$ cat config.mk
export PLATFORM = sky130hd
export DESIGN_NAME = grpf_ctrl
export DESIGN_NICKNAME = d
export VERILOG_FILES = /design/src/sv/grpf_pkg.sv /design/src/sv/grpf_ctrl.sv
export SDC_FILE = /design/constraint.sdc
export NUM_CORES = 1
export LEC_CHECK = 0
export BUFFER_PORTS_ARGS = -buffer_cell sky130_fd_sc_hd__buf_4
export CAP_MARGIN = 20
export CORE_MARGIN = 2
export CORE_UTILIZATION = 45
export DETAILED_ROUTE_END_ITERATION = 16
export PLACE_DENSITY_LB_ADDON = 0.2
export SYNTH_ARGS = -nofsm -noshare
export SYNTH_HDL_FRONTEND = slang
export SYNTH_SLANG_ARGS = --single-unit
$ cat constraint.sdc
create_clock -name clk -period 2 [get_ports clk]
set_input_delay 0.2 -clock clk [delete_from_list [all_inputs] [get_ports clk]]
set_output_delay 0.2 -clock clk [all_outputs]
set_load 0.05 [all_outputs]
$ cat src/sv/grpf_pkg.sv
package grpf_pkg;

	localparam int STORE_DEPTH = 1024;
	localparam int ADDR_W      = $clog2(STORE_DEPTH);
	localparam int GLYPH_COLS  = 5;
	localparam int GLYPH_ROWS  = 7;
	localparam int SLOT_W      = 4;

	localparam logic [1:0] KIND_CLEAR = 2'd0;
	localparam logic [1:0] KIND_DRAW  = 2'd1;
	localparam logic [1:0] KIND_READ  = 2'd2;

	// Each entry packs the five glyph columns, column 0 in the low bits.
	localparam logic [34:0] FONT_ROM [16] = '{
		{7'h00, 7'h00, 7'h00, 7'h00, 7'h00},   // space and unsupported codes
		{7'h63, 7'h64, 7'h08, 7'h13, 7'h63},   // percent
		{7'h08, 7'h08, 7'h08, 7'h08, 7'h08},   // hyphen
		{7'h00, 7'h00, 7'h60, 7'h60, 7'h00},   // period
		{7'h3E, 7'h45, 7'h49, 7'h51, 7'h3E},   // 0
		{7'h00, 7'h40, 7'h7F, 7'h42, 7'h00},   // 1
		{7'h46, 7'h49, 7'h51, 7'h61, 7'h42},   // 2
		{7'h31, 7'h4B, 7'h45, 7'h41, 7'h21},   // 3
		{7'h10, 7'h7F, 7'h12, 7'h14, 7'h18},   // 4
		{7'h39, 7'h45, 7'h45, 7'h45, 7'h27},   // 5
		{7'h30, 7'h49, 7'h49, 7'h4A, 7'h3C},   // 6
		{7'h03, 7'h05, 7'h09, 7'h71, 7'h01},   // 7
		{7'h36, 7'h49, 7'h49, 7'h49, 7'h36},   // 8
		{7'h1E, 7'h29, 7'h49, 7'h49, 7'h06},   // 9
		35'd0,
		35'd0
	};

	typedef struct packed {
		logic              load;
		logic              clr_en;
		logic [ADDR_W-1:0] clr_addr;
		logic              step_en;
		logic [2:0]        step_col;
		logic              step_hi;
		logic              rd_en;
		logic              show;
	} cmd_t;

	function automatic logic [SLOT_W-1:0] glyph_slot(input logic [7:0] code);
		logic [SLOT_W-1:0] slot;
		slot = '0;
		if (code >= 8'h30 && code <= 8'h39) begin
			slot = SLOT_W'(code - 8'h30) + SLOT_W'(4);
		end else if (code == 8'h25) begin
			slot = SLOT_W'(1);
		end else if (code == 8'h2D) begin
			slot = SLOT_W'(2);
		end else if (code == 8'h2E) begin
			slot = SLOT_W'(3);
		end
		return slot;
	endfunction

endpackage

$ cat src/sv/grpf_ctrl.sv
module grpf_ctrl
	import grpf_pkg::*;
(
	input  logic       clk,
	input  logic       arst_n,
	input  logic       start,
	input  logic [1:0] kind,
	output logic       busy,
	output logic       done,
	output cmd_t       cmd
);

	typedef enum logic [2:0] {
		ST_CLEAR,
		ST_IDLE,
		ST_DRAW,
		ST_DRAIN,
		ST_READ,
		ST_DONE
	} state_t;

	state_t            state_q;
	logic [ADDR_W-1:0] cnt_q;
	logic [3:0]        step_q;
	logic              item_q;
	logic              done_q;

	localparam logic [3:0] LAST_STEP = 4'(2 * GLYPH_COLS - 1);

	always_ff @(posedge clk or negedge arst_n) begin
		if (!arst_n) begin
			state_q <= ST_CLEAR;
			cnt_q   <= '0;
			step_q  <= '0;
			item_q  <= 1'b0;
			done_q  <= 1'b0;
		end else begin
			done_q <= 1'b0;
			unique case (state_q)
				ST_CLEAR: begin
					cnt_q <= cnt_q + 1'b1;
					if (cnt_q == ADDR_W'(STORE_DEPTH - 1)) begin
						if (item_q) begin
							state_q <= ST_DONE;
							done_q  <= 1'b1;
						end else begin
							state_q <= ST_IDLE;
						end
					end
				end
				ST_IDLE: begin
					if (start) begin
						item_q <= 1'b1;
						step_q <= '0;
						cnt_q  <= '0;
						unique case (kind)
							KIND_CLEAR: state_q <= ST_CLEAR;
							KIND_DRAW:  state_q <= ST_DRAW;
							KIND_READ:  state_q <= ST_READ;
							default: begin
								state_q <= ST_DONE;
								done_q  <= 1'b1;
							end
						endcase
					end
				end
				ST_DRAW: begin
					step_q <= step_q + 1'b1;
					if (step_q == LAST_STEP) begin
						state_q <= ST_DRAIN;
					end
				end
				ST_DRAIN: begin
					state_q <= ST_DONE;
					done_q  <= 1'b1;
				end
				ST_READ: begin
					state_q <= ST_DONE;
					done_q  <= 1'b1;
				end
				ST_DONE: begin
					state_q <= ST_IDLE;
				end
				default: begin
					state_q <= ST_IDLE;
				end
			endcase
		end
	end

	assign busy = (state_q != ST_IDLE);
	assign done = done_q;

	always_comb begin
		cmd          = '0;
		cmd.load     = start && (state_q == ST_IDLE);
		cmd.clr_en   = (state_q == ST_CLEAR);
		cmd.clr_addr = cnt_q;
		cmd.step_en  = (state_q == ST_DRAW);
		cmd.step_col = step_q[3:1];
		cmd.step_hi  = step_q[0];
		cmd.rd_en    = (state_q == ST_READ);
		cmd.show     = done_q;
	end

endmodule

After elaboration in Yosys (flattened, before gate mapping)
Cells that the tools add are included.
- memories: 0
- bits in read-only memories: 0
- logic and storage cells: 45
- bits in latches: 0
- output and inout bits: 21
- register bits: 19
- memory bits (writable): 0
- div/mod/pow operators: 0
- shift operators: 0
- multiply operators: 0
- reductions and logical operators: 11
- add/sub/neg operators: 2
- bitwise gates (word level): 0
- mux-type cells: 15
- magnitude comparators: 0
- eq/ne operators: 12
- operators with widths (operator ; count):
    $pmux 10 s2 ; 1
    $mux 3 ; 4
    $pmux 3 s4 ; 1
    $add 10x1->10 const B ; 1
    $eq 10x10->1 const B ; 1
    $mux 10 ; 1
    $pmux 3 s3 ; 1
    $pmux 4 s2 ; 1
    $eq 3x2->1 const B ; 2
    $reduce_and 2->1 ; 3
    $add 4x1->4 const B ; 1
    $eq 4x4->1 const B ; 1
    $mux 1 ; 4
    $mux 4 ; 1
    $ne 2x1->1 const B ; 2
    $reduce_bool 2->1 ; 2
    $eq 3x1->1 const B ; 1
    $eq 3x3->1 const B ; 1
    $logic_not 3->1 ; 1
    $ne 3x1->1 const B ; 1
    $pmux 1 s3 ; 1
    $reduce_and 3->1 ; 1
    $reduce_or 3->1 ; 1
    $eq 2x1->1 const B ; 1
    other kinds (5) ; 5

Depth between registers and ports, before layout
Gate-level depths: netlist (run 1).
- depth in word-level cells: 5
- depth in mapped cells: 7
- mapped depth without buffers: 6

Least setup slack after synthesis (run 1)
OpenSTA, ideal clock, no wires.
- path kind: reg-to-output
- start: register state_q[0]
- end: output port cmd[1] (netlist bit)
- buffers on the path: 1
- stages on the path, launching flop included: 3
- setup slack: 0.120 ns
- data arrival time: 1.680 ns
- path through: dfrtp_1 buf_2 nor3b_1
- RTL lines (element ; line ; text):
    start: declaration ; grpf_ctrl.sv:22 ; state_t state_q;
    start signal: assignment ; grpf_ctrl.sv:32 ; state_q <= ST_CLEAR;
    start signal: assignment ; grpf_ctrl.sv:44 ; state_q <= ST_DONE;
    start signal: assignment ; grpf_ctrl.sv:47 ; state_q <= ST_IDLE;
    end: declaration ; grpf_ctrl.sv:10 ; output cmd_t cmd

==> reports/metrics.csv, run 1 <==
metric,value,unit
Syn Std Cell Area,1017,sq um
Fin Clk Skew,3.594,ps
maximum VDD drop,0.8298,mV
"FF+latch count, synth",19,
Die Y,51.55,um
critical path class,reg2out,
leakage,0.6030,nW
Setup Buffers After CTS,0,
Root Buffer,clkbuf_4,
main flop type after synthesis,dfrtp_1,
Post-synth ARST share,1.000,
placed inst area,1197,sq um
Post-Layout Inst Area,1234,sq um
first-pass GRT wire length,3.374,mm
ANT nets after route,0,
final count of hold timing violations,0,
final setup fails,0,
setup_tns,0,ps
Core Rows,17,
DRC violations left,0,
CTS H-Tree Depth,1,
CP Data Required Time,1800,ps
fin worst setup slack,261.0,ps
post-synthesis cell type count,32,
gpl congestion,0.7754,
crit start category,register,
CP Data Arrival Time,1540,ps
Power Total,1.626,mW
gr usage total,0.1719,
WL/cell,12.69,um
initial antenna violation count,0,
total of max-cap violations,0,
Tcrit/Tclk final,0.8695,
Ports,26,
Post-synth EDFFs,0,
Peak Freq,575.1,MHz
"Avg Cell Area, Syn",9.781,sq um
fin. max-slew vios,0,
Final min period,1739,ps
DRT iter0 DRCs,6,
worst skew pair latency,290,ps
GRT overflow,0,
core area,2170,sq um
WHS,183.1,ps
CTS tree,done,
# placed instances,152,
Worst Tran Pin Value,292.0,ps
Synthesized Nets,112,
Starting Density,0.4689,
Post-layout nets,138,
sequential fraction of the synthesis area,0.4674,
fraction of layout cells with a size suffix above 1,0.2946,
DP Wirelength,1.472,mm
Pre-antenna DRT Iters,4,
CTS Buf Count,3,
number of global-route vias before repair,745,
DR vias,807,
Critical Path Sink Type,output pin,
RSZ-0062 raised after global routing,false,
full die area,2657,sq um
Rel. slew slack,0.8053,
largest net degree at the start of global routing,20,
status,"complete, no violations",
YS warnings,0,
clk slew on worst S/H paths,100,ps
area grow syn2layout,21.28,%
CTS sink cnt,19,
I/O Buffers,25,
final core occ,0.5686,
hold crit path type,in2reg,
final std cells w/o fill,157,
CP Max Fanout,15,
vias per inst,5.140,
Clock Path Buffers,2,
pre-CTS setup slack,515.5,ps
Power Density,1318,nW/um^2
Post-Synthesis Cells,104,
Total Wirelength,1.993,mm
antenna cells,0,
Chip Width,51.55,um
## flip-flops by register name, indices dropped and copies added, names as in the netlist
signal	count
state_q	3
cnt_q	10
done	1
item_q	1
step_q	4
## metal layers
layer | vias to the layer above | wire length (um) | GRT usage
met3 | 2 | 84 | 0.03448
met4 | 0 | 13 | 0.06579
met2 | 19 | 923 | 0.2628
met1 | 375 | 971 | 0.2411
met5 | - | 0 | 0
li1 | 411 | - | -
## placed cells by master, fill, tap and decap left out, drive strengths merged
master and n:
a211oi 1, a21oi 4, a22o 1, a2bb2oi 1, a31oi 4, and3 3, and4 1, and4bb 1
buf 25, clkbuf 4, dfrtp 19, dlygate4sd3 1, ha 3, inv 4, mux2 1, nand2 11
nand2b 2, nand3 2, nand4 6, nor2 15, nor2b 1, nor3 1, nor3b 1, nor4bb 1
o21ai 3, o22ai 2, or2 1, or3 1, or3b 1, xor2 8
## cell type report
class / count / area (sq um)
Clock buffer: 4 / 26.28
Fill cell: 207 / 935.9
Inverter: 4 / 17.52
Multi-Input combinational cell: 76 / 481.7
Sequential cell: 19 / 475.5
Tap cell: 28 / 35.03
Timing Repair Buffer: 26 / 197.7
## synthesized netlist by cell type (3+ instances only)
| cell type | count | area, sq um |
|---|---|---|
| dfrtp_1 | 19 | 475.5 |
| nor2_1 | 12 | 45.04 |
| nand2_1 | 11 | 41.29 |
| xor2_1 | 8 | 70.07 |
| nand4_1 | 6 | 37.54 |
| a21oi_1 | 4 | 20.02 |
| a31oi_1 | 4 | 25.02 |
| and3_1 | 3 | 18.77 |
| ha_1 | 3 | 37.54 |
| inv_1 | 3 | 11.26 |
| nor2_2 | 3 | 18.77 |
| o21ai_0 | 3 | 15.01 |
## kinds of logic after synthesis
kind of cell | count (synthesis) | synth area share
AND/OR/NAND/NOR | 48 | 0.2595
AO/OA/AOI/OAI | 16 | 0.09717
XOR/XNOR | 8 | 0.06888
adder cells (fa/ha/maj) | 3 | 0.03690
flip-flops | 19 | 0.4674
multiplexers | 1 | 0.01107
buffers and inverters | 9 | 0.05903
## critical path, cell delays in order, from the launching register on
cell      delay [ps]
dfrtp_1          490
and4bb_4         520
buf_4            240
## report_power, final
group	switching (mW)	internal, mW	leakage, nW
clock	0.109	0.0775	0.0150
combinational	0.583	0.283	0.338
sequential	0.114	0.459	0.250
total	0.806	0.820	0.603
## path summary, 6_finish.rpt
path / start / to / slack, ps / cells after the start
worst max register to register: state_q[2] / cnt_q[3] / 490 / 5
max in group asynchronous: arst_n / cnt_q[2] / 1490 / 2
worst max-delay path: state_q[1] / cmd[18] / 260 / 2
worst min-delay path: start / state_q[1] / 180 / 3
min in group asynchronous: arst_n / done / 300 / 2
worst min register to register: item_q / item_q / 510 / 1
## what timing repair did
item / in CTS / in global routing
hold endpoints to repair: 19 / 0
gates resized for setup: 0 / 0
hold buffers: 1 / 0
Note: power is estimated with default switching activity, not from simulation.
==> run 2: changes to the inputs <==
CORE_UTILIZATION = 40   (was 45)
PLACE_DENSITY_LB_ADDON = unset   (was 0.2)
==> run 2 against run 1 <==
Effect of this change: first-iteration DRC count up 50%; utilization down 6.0 points; sequential share of layout area down 0.12 points; flip-flop and latch count unchanged; routed wire length up 5.4%; largest power group unchanged; worst hold slack worse by 7.2 ps; power up 0.22%; clock-buffer cell count down 1.
==> reports/metrics.csv, run 2 (synthesized netlist as in run 1, its figures left out) <==
metric,value,unit,change
status,"complete, no violations",,
hold_buf cts,1,,unchanged
final setup fails,0,,unchanged
final count of hold timing violations,0,,unchanged
DRT iter0 DRCs,9,,+3
Final min period,1756,ps,+17.38 ps
antenna cells,0,,unchanged
Peak Freq,569.4,MHz,-0.99%
DRC violations left,0,,unchanged
DP Wirelength,1.530,mm,+4.0%
first-pass GRT wire length,3.546,mm,+5.1%
Post-layout nets,138,,unchanged
Critical Path Sink Type,output pin,,
Met3 Wirelength,92,um,+9.5%
hold_sp,start,,
Crit path max-delay family,simple AND/OR/NAND/NOR gates,,
maximum VDD drop,0.8921,mV,+7.5%
Chip Width,54.43,um,+5.6%
Starting Density,0.4182,,-0.05065
fin worst setup slack,243.7,ps,-17.38 ps
hold path depth,3,,unchanged
Worst Path Buf+Inv,1,,unchanged
WHS,175.9,ps,-7.240 ps
number of global-route vias before repair,792,,+6.3%
critical path class,reg2out,,
ANT nets after route,0,,unchanged
Largest regs,"cnt_q: 10 flops, step_q: 4 flops, state_q: 3 flops",,
I/O Buffers,25,,unchanged
Setup Buffers After CTS,0,,unchanged
gpl congestion,0.7115,,-8.2%
largest net degree at the start of global routing,20,,unchanged
vias per inst,5.283,,+2.8%
fin. max-slew vios,0,,unchanged
initial antenna violation count,0,,unchanged
CTS H-Tree Depth,1,,unchanged
area grow syn2layout,21.65,%,
Rel. slew slack,0.8043,,-0.001053
gr usage total,0.1697,,-0.002177
Top Metal Used,met4,,
pre-CTS setup slack,535.6,ps,+20.11 ps
CP Data Required Time,1800,ps,about the same
Fin Clk Skew,7.573,ps,+3.980 ps
Pre-antenna DRT Iters,4,,unchanged
Core Rows,18,,+1
CTS Buf Count,3,,unchanged
core area,2432,sq um,+12%
CTS tree,done,,
most frequent cells in the layout,"25 x buf_4, 19 x dfrtp_1, 12 x nor2_1",,
worst skew pair latency,290,ps,about the same
met2 WL post-DR,1.095,mm,+19%
leakage,0.6057,nW,+0.45%
full die area,2963,sq um,+12%
reg2reg path depth,5,,unchanged
Worst Tran Pin Value,293.6,ps,+1.580 ps
Power Density,1317,nW/um^2,about the same
DR vias,840,,+4.1%
CTS sink cnt,19,,unchanged
FF-to-FF setup slack,500,ps,about the same
largest stage delay on the critical path,520,ps,about the same
CP Data Arrival Time,1560,ps,+20 ps
Crit-path slowest cell,and4bb_4,,
Total Wirelength,2.101,mm,+5.4%
"Most flops, register",cnt_q,,
r2r endpoint,cnt_q[3],,
M1 wire length,898,um,-7.5%
Clock Path Buffers,2,,unchanged
crit start category,register,,
"most common cell after layout, fill and taps aside",buf_4,,
WL/cell,13.21,um,+4.1%
CP cell instances,and4bb_4 -> buf_4,,
FF-to-FF Start,state_q[2],,
Ports,26,,unchanged
fraction of layout cells with a size suffix above 1,0.3023,,+0.007752
FILL cells,242,,+17%
RSZ-0062 raised after global routing,false,,
CP Max Fanout,15,,unchanged
GRT overflow,0,,unchanged
Tcrit/Tclk final,0.8782,,+0.008692
Min-Delay Endpoint,state_q[1],,
Root Buffer,clkbuf_4,,
Die Y,54.43,um,+5.6%
setup_tns,0,ps,unchanged
max reg flops,10,,unchanged
hold crit path type,in2reg,,
clk slew on worst S/H paths,110,ps,about the same
total of max-cap violations,0,,unchanged
post-cts repair resize count,0,,unchanged
run 2: final cells by class:
class | count | area, sq um | area share
clock buffers | 3 | 22.52 | 0.01820
clock inverters | 1 | 5.005 | 0.004044
inverters | 4 | 17.52 | 0.01416
multi-input cells | 76 | 481.7 | 0.3893
flip-flops and latches | 19 | 475.5 | 0.3842
well taps | 30 | 37.54 | 0.03033
repair buffers | 26 | 197.7 | 0.1598
run 2: worst register-to-register path: stages (launching register included):
cell,delay (ps)
dfrtp_1,480
or3_4,440
inv_4,110
nand4_1,120
xor2_1,190
nor2_2,50
run 2: how the worst max path moves through the flow:
stage | from | slack [ps] | cells after the start | end
2_1_floorplan | state_q[0] | 120 | 2 | cmd[1]
3_3_place_gp | state_q[2] | 550 | 5 | cnt_q[3]
3_5_place_dp | state_q[2] | 540 | 5 | cnt_q[3]
4_1_cts | state_q[1] | 220 | 2 | cmd[18]
5_1_grt | state_q[1] | 130 | 2 | cmd[18]
6_report | state_q[1] | 240 | 2 | cmd[18]
run 2: metrics by stage:
| step | std cells | total power [mW] | cell area [sq um] | util |
|---|---|---|---|---|
| floorplan | 104 | 1.260 | 1017 | - |
| global placement | 154 | 1.446 | 1200 | 0.4933 |
| detailed placement | 154 | 1.457 | 1200 | 0.4933 |
| CTS | 159 | 1.653 | 1237 | 0.5087 |
| global route | 159 | 1.761 | 1237 | 0.5087 |
| finish | 159 | 1.630 | 1237 | 0.5087 |
run 2: metal layers:
metal  track usage  vias up
li1              -      413
met1        0.2017      409
met2        0.2952       16
met3       0.05738        2
met4       0.03750        0
met5             0        -
run 2: where the power goes:
group	internal (mW)	total (mW)	switching (mW)
Sequential	0.459	0.575	0.116
Clock	0.0743	0.187	0.113
Combinational	0.283	0.867	0.584
Total	0.817	1.63	0.813
